## src/vks_mul.sv

```systemverilog
// ----------------------------------------------------------------------------
// vks_mul: shared signed multiplier with registered product
// One 33 x 33 signed product per cycle, shared by the multiply steps of the sequencer.
// ----------------------------------------------------------------------------
module vks_mul (
    input  logic               aclk,
    input  logic signed [32:0] op_a,
    input  logic signed [32:0] op_b,
    output logic signed [65:0] prod
);

    logic signed [65:0] prod_reg;

    always_ff @(posedge aclk) begin
        prod_reg <= op_a * op_b;
    end

    assign prod = prod_reg;

endmodule

```

## config.mk

```make
export PLATFORM = sky130hd
export DESIGN_NAME = vks_mul
export DESIGN_NICKNAME = d
export VERILOG_FILES = /design/src/vks_mul.sv
export SDC_FILE = /design/constraint.sdc
export NUM_CORES = 2
export LEC_CHECK = 0
export BUFFER_PORTS_ARGS = -buffer_cell sky130_fd_sc_hd__buf_4
export CAP_MARGIN = 10
export CORE_MARGIN = 2
export CORE_UTILIZATION = 30
export CTS_CLUSTER_DIAMETER = 80
export DETAILED_ROUTE_END_ITERATION = 10
export PLACE_DENSITY_LB_ADDON = 0.05
export SYNTH_ARGS = -nofsm -noshare
export SYNTH_HDL_FRONTEND = slang
export SYNTH_SLANG_ARGS = --single-unit
```

## constraint.sdc

```tcl
create_clock -name aclk -period 20.8 [get_ports aclk]
set_clock_uncertainty 0.1 [all_clocks]
set_input_delay 6.24 -clock aclk [delete_from_list [all_inputs] [get_ports aclk]]
set_output_delay 6.24 -clock aclk [all_outputs]
set_load 0.03 [all_outputs]
```

* Word level (Yosys, flattened, before mapping) *
Cells that the tools add are included.

word-level totals
  bits in registers = 66
  output and inout bits = 66

operators by class
  multipliers = 1

operators with widths
  cell                          number
  multiplier 33 x 33 -> 66 bit  1

* Depth between registers and ports, before layout *
  depth in word-level cells = 1
  depth in mapped cells = 27
  depth with buffers taken out = 26

* Least setup slack after synthesis *
Ideal clock, no wire load.

  kind = input-to-reg
  start = in op_a[32]
  end = reg prod_reg[62] (netlist: prod[62])
  required time = 20.621 ns
  arrival = 13.397 ns
  setup slack = 7.224 ns
  stages on the path = 23
  path buffers = 2
  library setup time = 0.079 ns
  cell sequence = clkbuf_1 > nand2_1 > inv_1 > fa_1 > fa_1 > fa_1 > fa_1 > fa_1 > fa_1 > fa_1 > inv_1 > fa_1 > inv_1 > ha_1 > clkbuf_1 > and3_1 > nand3_1 > nand2b_1 > a2111oi_4 > a211oi_4 > a21o_2 > a21o_1 > a211oi_2

on the way
  word-level cells in the longest chain between the ends = 1

RTL lines
  item                          line  text
  from (decl)                   7     input logic signed [32:0] op_a,
  multiplier 33 x 33 -> 66 bit  15    prod_reg <= op_a * op_b;
  to (signal assigned)          15
  to (decl)                     12    logic signed [65:0] prod_reg;

No other way between the ends.

* Worst setup path after layout *
  start = in op_b[9]
  end = reg prod_reg[59] (netlist: prod[59])

on the way
  word-level cells in the longest chain between the ends = 1

RTL lines
  item                          line  text
  from (decl)                   8     input logic signed [32:0] op_b,
  multiplier 33 x 33 -> 66 bit  15

No other way between the ends.

==> report_table.html <==
<table>
<tr><th>Metric</th><th>Value</th></tr>
<tr><th colspan="2">Timing</th></tr>
<tr><td>Final period demand of the worst path</td><td>between 10 and 15 ns</td></tr>
<tr><td>Number of max-slew violations in the final report</td><td>0</td></tr>
<tr><td>Period utilisation layout</td><td>0.689</td></tr>
<tr><td>Headroom to the max-slew limit</td><td>0.285</td></tr>
<tr><td>Setup violations, final</td><td>0</td></tr>
<tr><td>Highest clock frequency the design can meet</td><td>69.8 MHz</td></tr>
<tr><td>Final hold violations</td><td>0</td></tr>
<tr><td>Setup TNS Final</td><td>0 ns</td></tr>
<tr><td>Setup repair after global routing missed its margin</td><td>no</td></tr>
<tr><td>Transition time at the pin with the least slew margin</td><td>1.06 ns</td></tr>
<tr><th colspan="2">Worst setup path</th></tr>
<tr><td>Cell with the largest stage delay on the worst path</td><td>fa_1</td></tr>
<tr><td>Cell mode on critical path</td><td>fa_1</td></tr>
<tr><td>Delay contributed by the slowest stage of the critical path</td><td>0.81 ns</td></tr>
<tr><td>Worst endpoint required time</td><td>21.02 ns</td></tr>
<tr><td>Type of origin of the critical path</td><td>primary input</td></tr>
<tr><td>Setup crit end kind</td><td>flip-flop</td></tr>
<tr><td>Largest fanout on the critical path</td><td>33</td></tr>
<tr><td>Cells along the critical path</td><td>buf_4, nand2_1, fa_1, fa_1, buf_4, fa_1, inv_1, fa_1, fa_1, fa_1, fa_1, inv_1, fa_1, inv_1, ha_1, and3_1, nand4_1, nor4_1, a21oi_4, o31ai_2, xor2_1</td></tr>
<tr><td>Data arrival at the endpoint of the critical path</td><td>14.55 ns</td></tr>
<tr><td>Class of the most critical setup path</td><td>primary input to flip-flop</td></tr>
<tr><th colspan="2">Synth</th></tr>
<tr><td>Count of cell types in the netlist</td><td>80</td></tr>
<tr><td>Synth Register Bits</td><td>66</td></tr>
<tr><td>Post-Syn Area</td><td>between 0.04 and 0.05 mm2</td></tr>
<tr><td>Count of warnings emitted by yosys</td><td>0</td></tr>
<tr><td>Synthesized Nets</td><td>5767</td></tr>
<tr><td>Post-synthesis cell count</td><td>4338</td></tr>
<tr><td>Top FF cell, synth</td><td>dfxtp_1</td></tr>
<tr><td>Number of synthesized flops with an enable pin</td><td>0</td></tr>
<tr><td>Average cell area after synthesis</td><td>9.39 um2</td></tr>
<tr><td>Fraction of synthesis flops using an asynchronous set or reset pin</td><td>0</td></tr>
<tr><td>Sequential cell area fraction in the yosys report</td><td>0.0324</td></tr>
<tr><th colspan="2">Global routing</th></tr>
<tr><td>GRT Resource Usage Total</td><td>0.203</td></tr>
<tr><td>Via count of the first global-routing pass</td><td>between 30000 and 40000</td></tr>
<tr><td>First-pass GRT wire length</td><td>205 mm</td></tr>
<tr><td>Leftover overflow at the end of global routing</td><td>0</td></tr>
<tr><td>Number of antenna violations at the first check in global routing</td><td>6</td></tr>
<tr><td>Maximum number of pins on one net before global-route repair</td><td>34</td></tr>
<tr><th colspan="2">Detailed routing</th></tr>
<tr><td>Iter 0 DRT Violations</td><td>around 1100</td></tr>
<tr><td>Vias per inst</td><td>~4.6</td></tr>
<tr><td>Detailed-route DRC error count</td><td>0</td></tr>
<tr><td>Routed via count</td><td>27607</td></tr>
<tr><td>Detailed-router iteration count before antenna repair</td><td>7</td></tr>
<tr><td>Detailed-route wire length</td><td>around 130 mm</td></tr>
<tr><td>Wire length per cell</td><td>roughly 22 um</td></tr>
<tr><td>Antenna viol nets, final</td><td>0</td></tr>
<tr><th colspan="2">Hold path</th></tr>
<tr><td>Class of the most critical hold timing path</td><td>primary input to flip-flop</td></tr>
<tr><td>Min-Delay Path Depth</td><td>2</td></tr>
<tr><th colspan="2">Status</th></tr>
<tr><td>Status</td><td>finished clean</td></tr>
<tr><th colspan="2">Clocking</th></tr>
<tr><td>Buffer type at the clock tree root</td><td>clkbuf_16</td></tr>
<tr><td>CTS tree</td><td>yes</td></tr>
<tr><td>CTS Sinks</td><td>66</td></tr>
<tr><td>Register clock-pin slew on the reported worst setup and hold paths</td><td>approximately 0.09 ns</td></tr>
<tr><td>Post-CTS setup repair buffer count</td><td>0</td></tr>
<tr><td>Clk buf depth</td><td>2</td></tr>
<tr><td>CTS buffer count</td><td>9</td></tr>
<tr><td>Cts-stage hold buffer count</td><td>0</td></tr>
<tr><td>Post-cts sizing count</td><td>0</td></tr>
<tr><td>Number of H-tree branching levels</td><td>3</td></tr>
<tr><th colspan="2">Die</th></tr>
<tr><td>Die Outline Area</td><td>0.139 mm2</td></tr>
<tr><td>Top-level port count</td><td>133</td></tr>
<tr><td># rows</td><td>135</td></tr>
<tr><td>Starting density of the core</td><td>0.301</td></tr>
<tr><td>Horizontal die dimension</td><td>about 370 um</td></tr>
<tr><td>Floorplan die height</td><td>372 um</td></tr>
<tr><td>Core area</td><td>~0.14 mm2</td></tr>
<tr><th colspan="2">Placement</th></tr>
<tr><td>Placer Congestion</td><td>0.831</td></tr>
<tr><td>Post-detail-place hpwl</td><td>~110 mm</td></tr>
<tr><td>IO Port Bufs</td><td>132</td></tr>
<tr><th colspan="2">Layout</th></tr>
<tr><td>Number of flip-flops in the largest register</td><td>66</td></tr>
<tr><td>Relative area change from synthesis to final layout</td><td>6.63%</td></tr>
<tr><td>Net count reported at finish</td><td>5695</td></tr>
<tr><td>Fraction of layout instances using a drive strength above 1</td><td>0.0450</td></tr>
<tr><th colspan="2">Run</th></tr>
<tr><td>Max Cap Violations</td><td>0</td></tr>
</table>
## placed cells by master, fill, tap and decap left out, types with 9 or more instances in the layout
cell type  count
fa_1        1144
inv_1       1131
and2_1       562
nand2_1      551
ha_1         217
buf_4        138
nor2_1        68
dfxtp_1       66
a21oi_1       57
xnor2_1       43
a21o_1        36
o21ai_0       25
nand3_1       25
xor2_1        25
nand2b_1      12
o21bai_1      11
nand4_1       11
clkbuf_16      9
## metrics by stage
step                 util  hold WS, ns  cells  setup slack (ns)  area [um2]
floorplan               -         6.27   4338              7.22       40700
global placement    0.319         6.57   6036              5.83       43200
detailed placement  0.319         6.57   6036              5.94       43200
CTS                 0.321         6.14   6052              6.38       43400
global route        0.321         6.16   6052              6.10       43400
finish              0.321         6.16   6053              6.47       43400
## worst max-delay path, delay by kind of cell
kind / cells / cell delay [ns]
AO/OA/AOI/OAI: 2 / 0.59
XOR/XNOR: 1 / 0.28
adder cells (fa/ha/maj): 9 / 4.85
buffers and inverters: 5 / 1.18
AND/OR/NAND/NOR: 4 / 1.35
## cell type report
type / count / area [um2]
diodes: 1 / 2.50
clock buffers: 10 / 239
clock inverters: 6 / 41.3
fillers: 14360 / 91700
inverters: 1131 / 4250
multi-input cells: 2920 / 34300
flip-flops and latches: 66 / 1320
well taps: 1781 / 2230
repair buffers: 138 / 1040
## worst paths after layout
check	slack, ns	to	startpoint
worst max-delay path	6.47	prod[59]	op_b[9]
worst min-delay path	6.16	prod[0]	op_b[0]
## cells in the mapped netlist, types with 5 or more instances
cell type / n / area [um2]
xor2_1: 25 / 219
and3_1: 5 / 31.3
inv_1: 1131 / 4250
o21ai_0: 25 / 125
dfxtp_1: 66 / 1320
buf_2: 11 / 55.1
ha_1: 217 / 2720
a21oi_1: 57 / 285
o21a_1: 6 / 45.0
nand2b_1: 12 / 75.1
xnor2_1: 43 / 377
nand3_1: 25 / 125
clkbuf_1: 208 / 781
a31oi_1: 8 / 50.1
nor2_1: 68 / 255
and4_1: 5 / 43.8
nand2_1: 551 / 2070
a21o_1: 36 / 270
nand4_1: 11 / 68.8
and2_1: 562 / 3520
a211o_1: 6 / 52.6
nor3_1: 7 / 35.0
nor2b_1: 5 / 31.3
o21ai_1: 6 / 30.0
a211oi_1: 7 / 52.6
fa_1: 1145 / 22900
o21bai_1: 11 / 82.6
## layer usage
layer	track usage	vias up	share of wire	routed length (um)
li1	-	12174	-	-
met1	0.248	14903	0.41	54600
met2	0.373	425	0.54	71600
met3	0.0230	103	0.029	3820
met4	0.0552	2	0.028	3810
met5	0	-	0.000097	13
## logic make-up (layout without fill, tap and decap cells)
logic type      count (synthesis)  after routing  share of synthesized area
buf+inv                      1352           1285                      0.125
xor+xnor                       68             68                     0.0146
simple gates                 1271           1271                      0.158
fa+ha+maj                    1362           1362                      0.629
compound gates                219            219                     0.0407
flops                          66             66                     0.0324
other cells                     0              1                          0
Power is not shown: default switching activity piles up to over one toggle a cycle in this logic, so the estimate is an artifact.
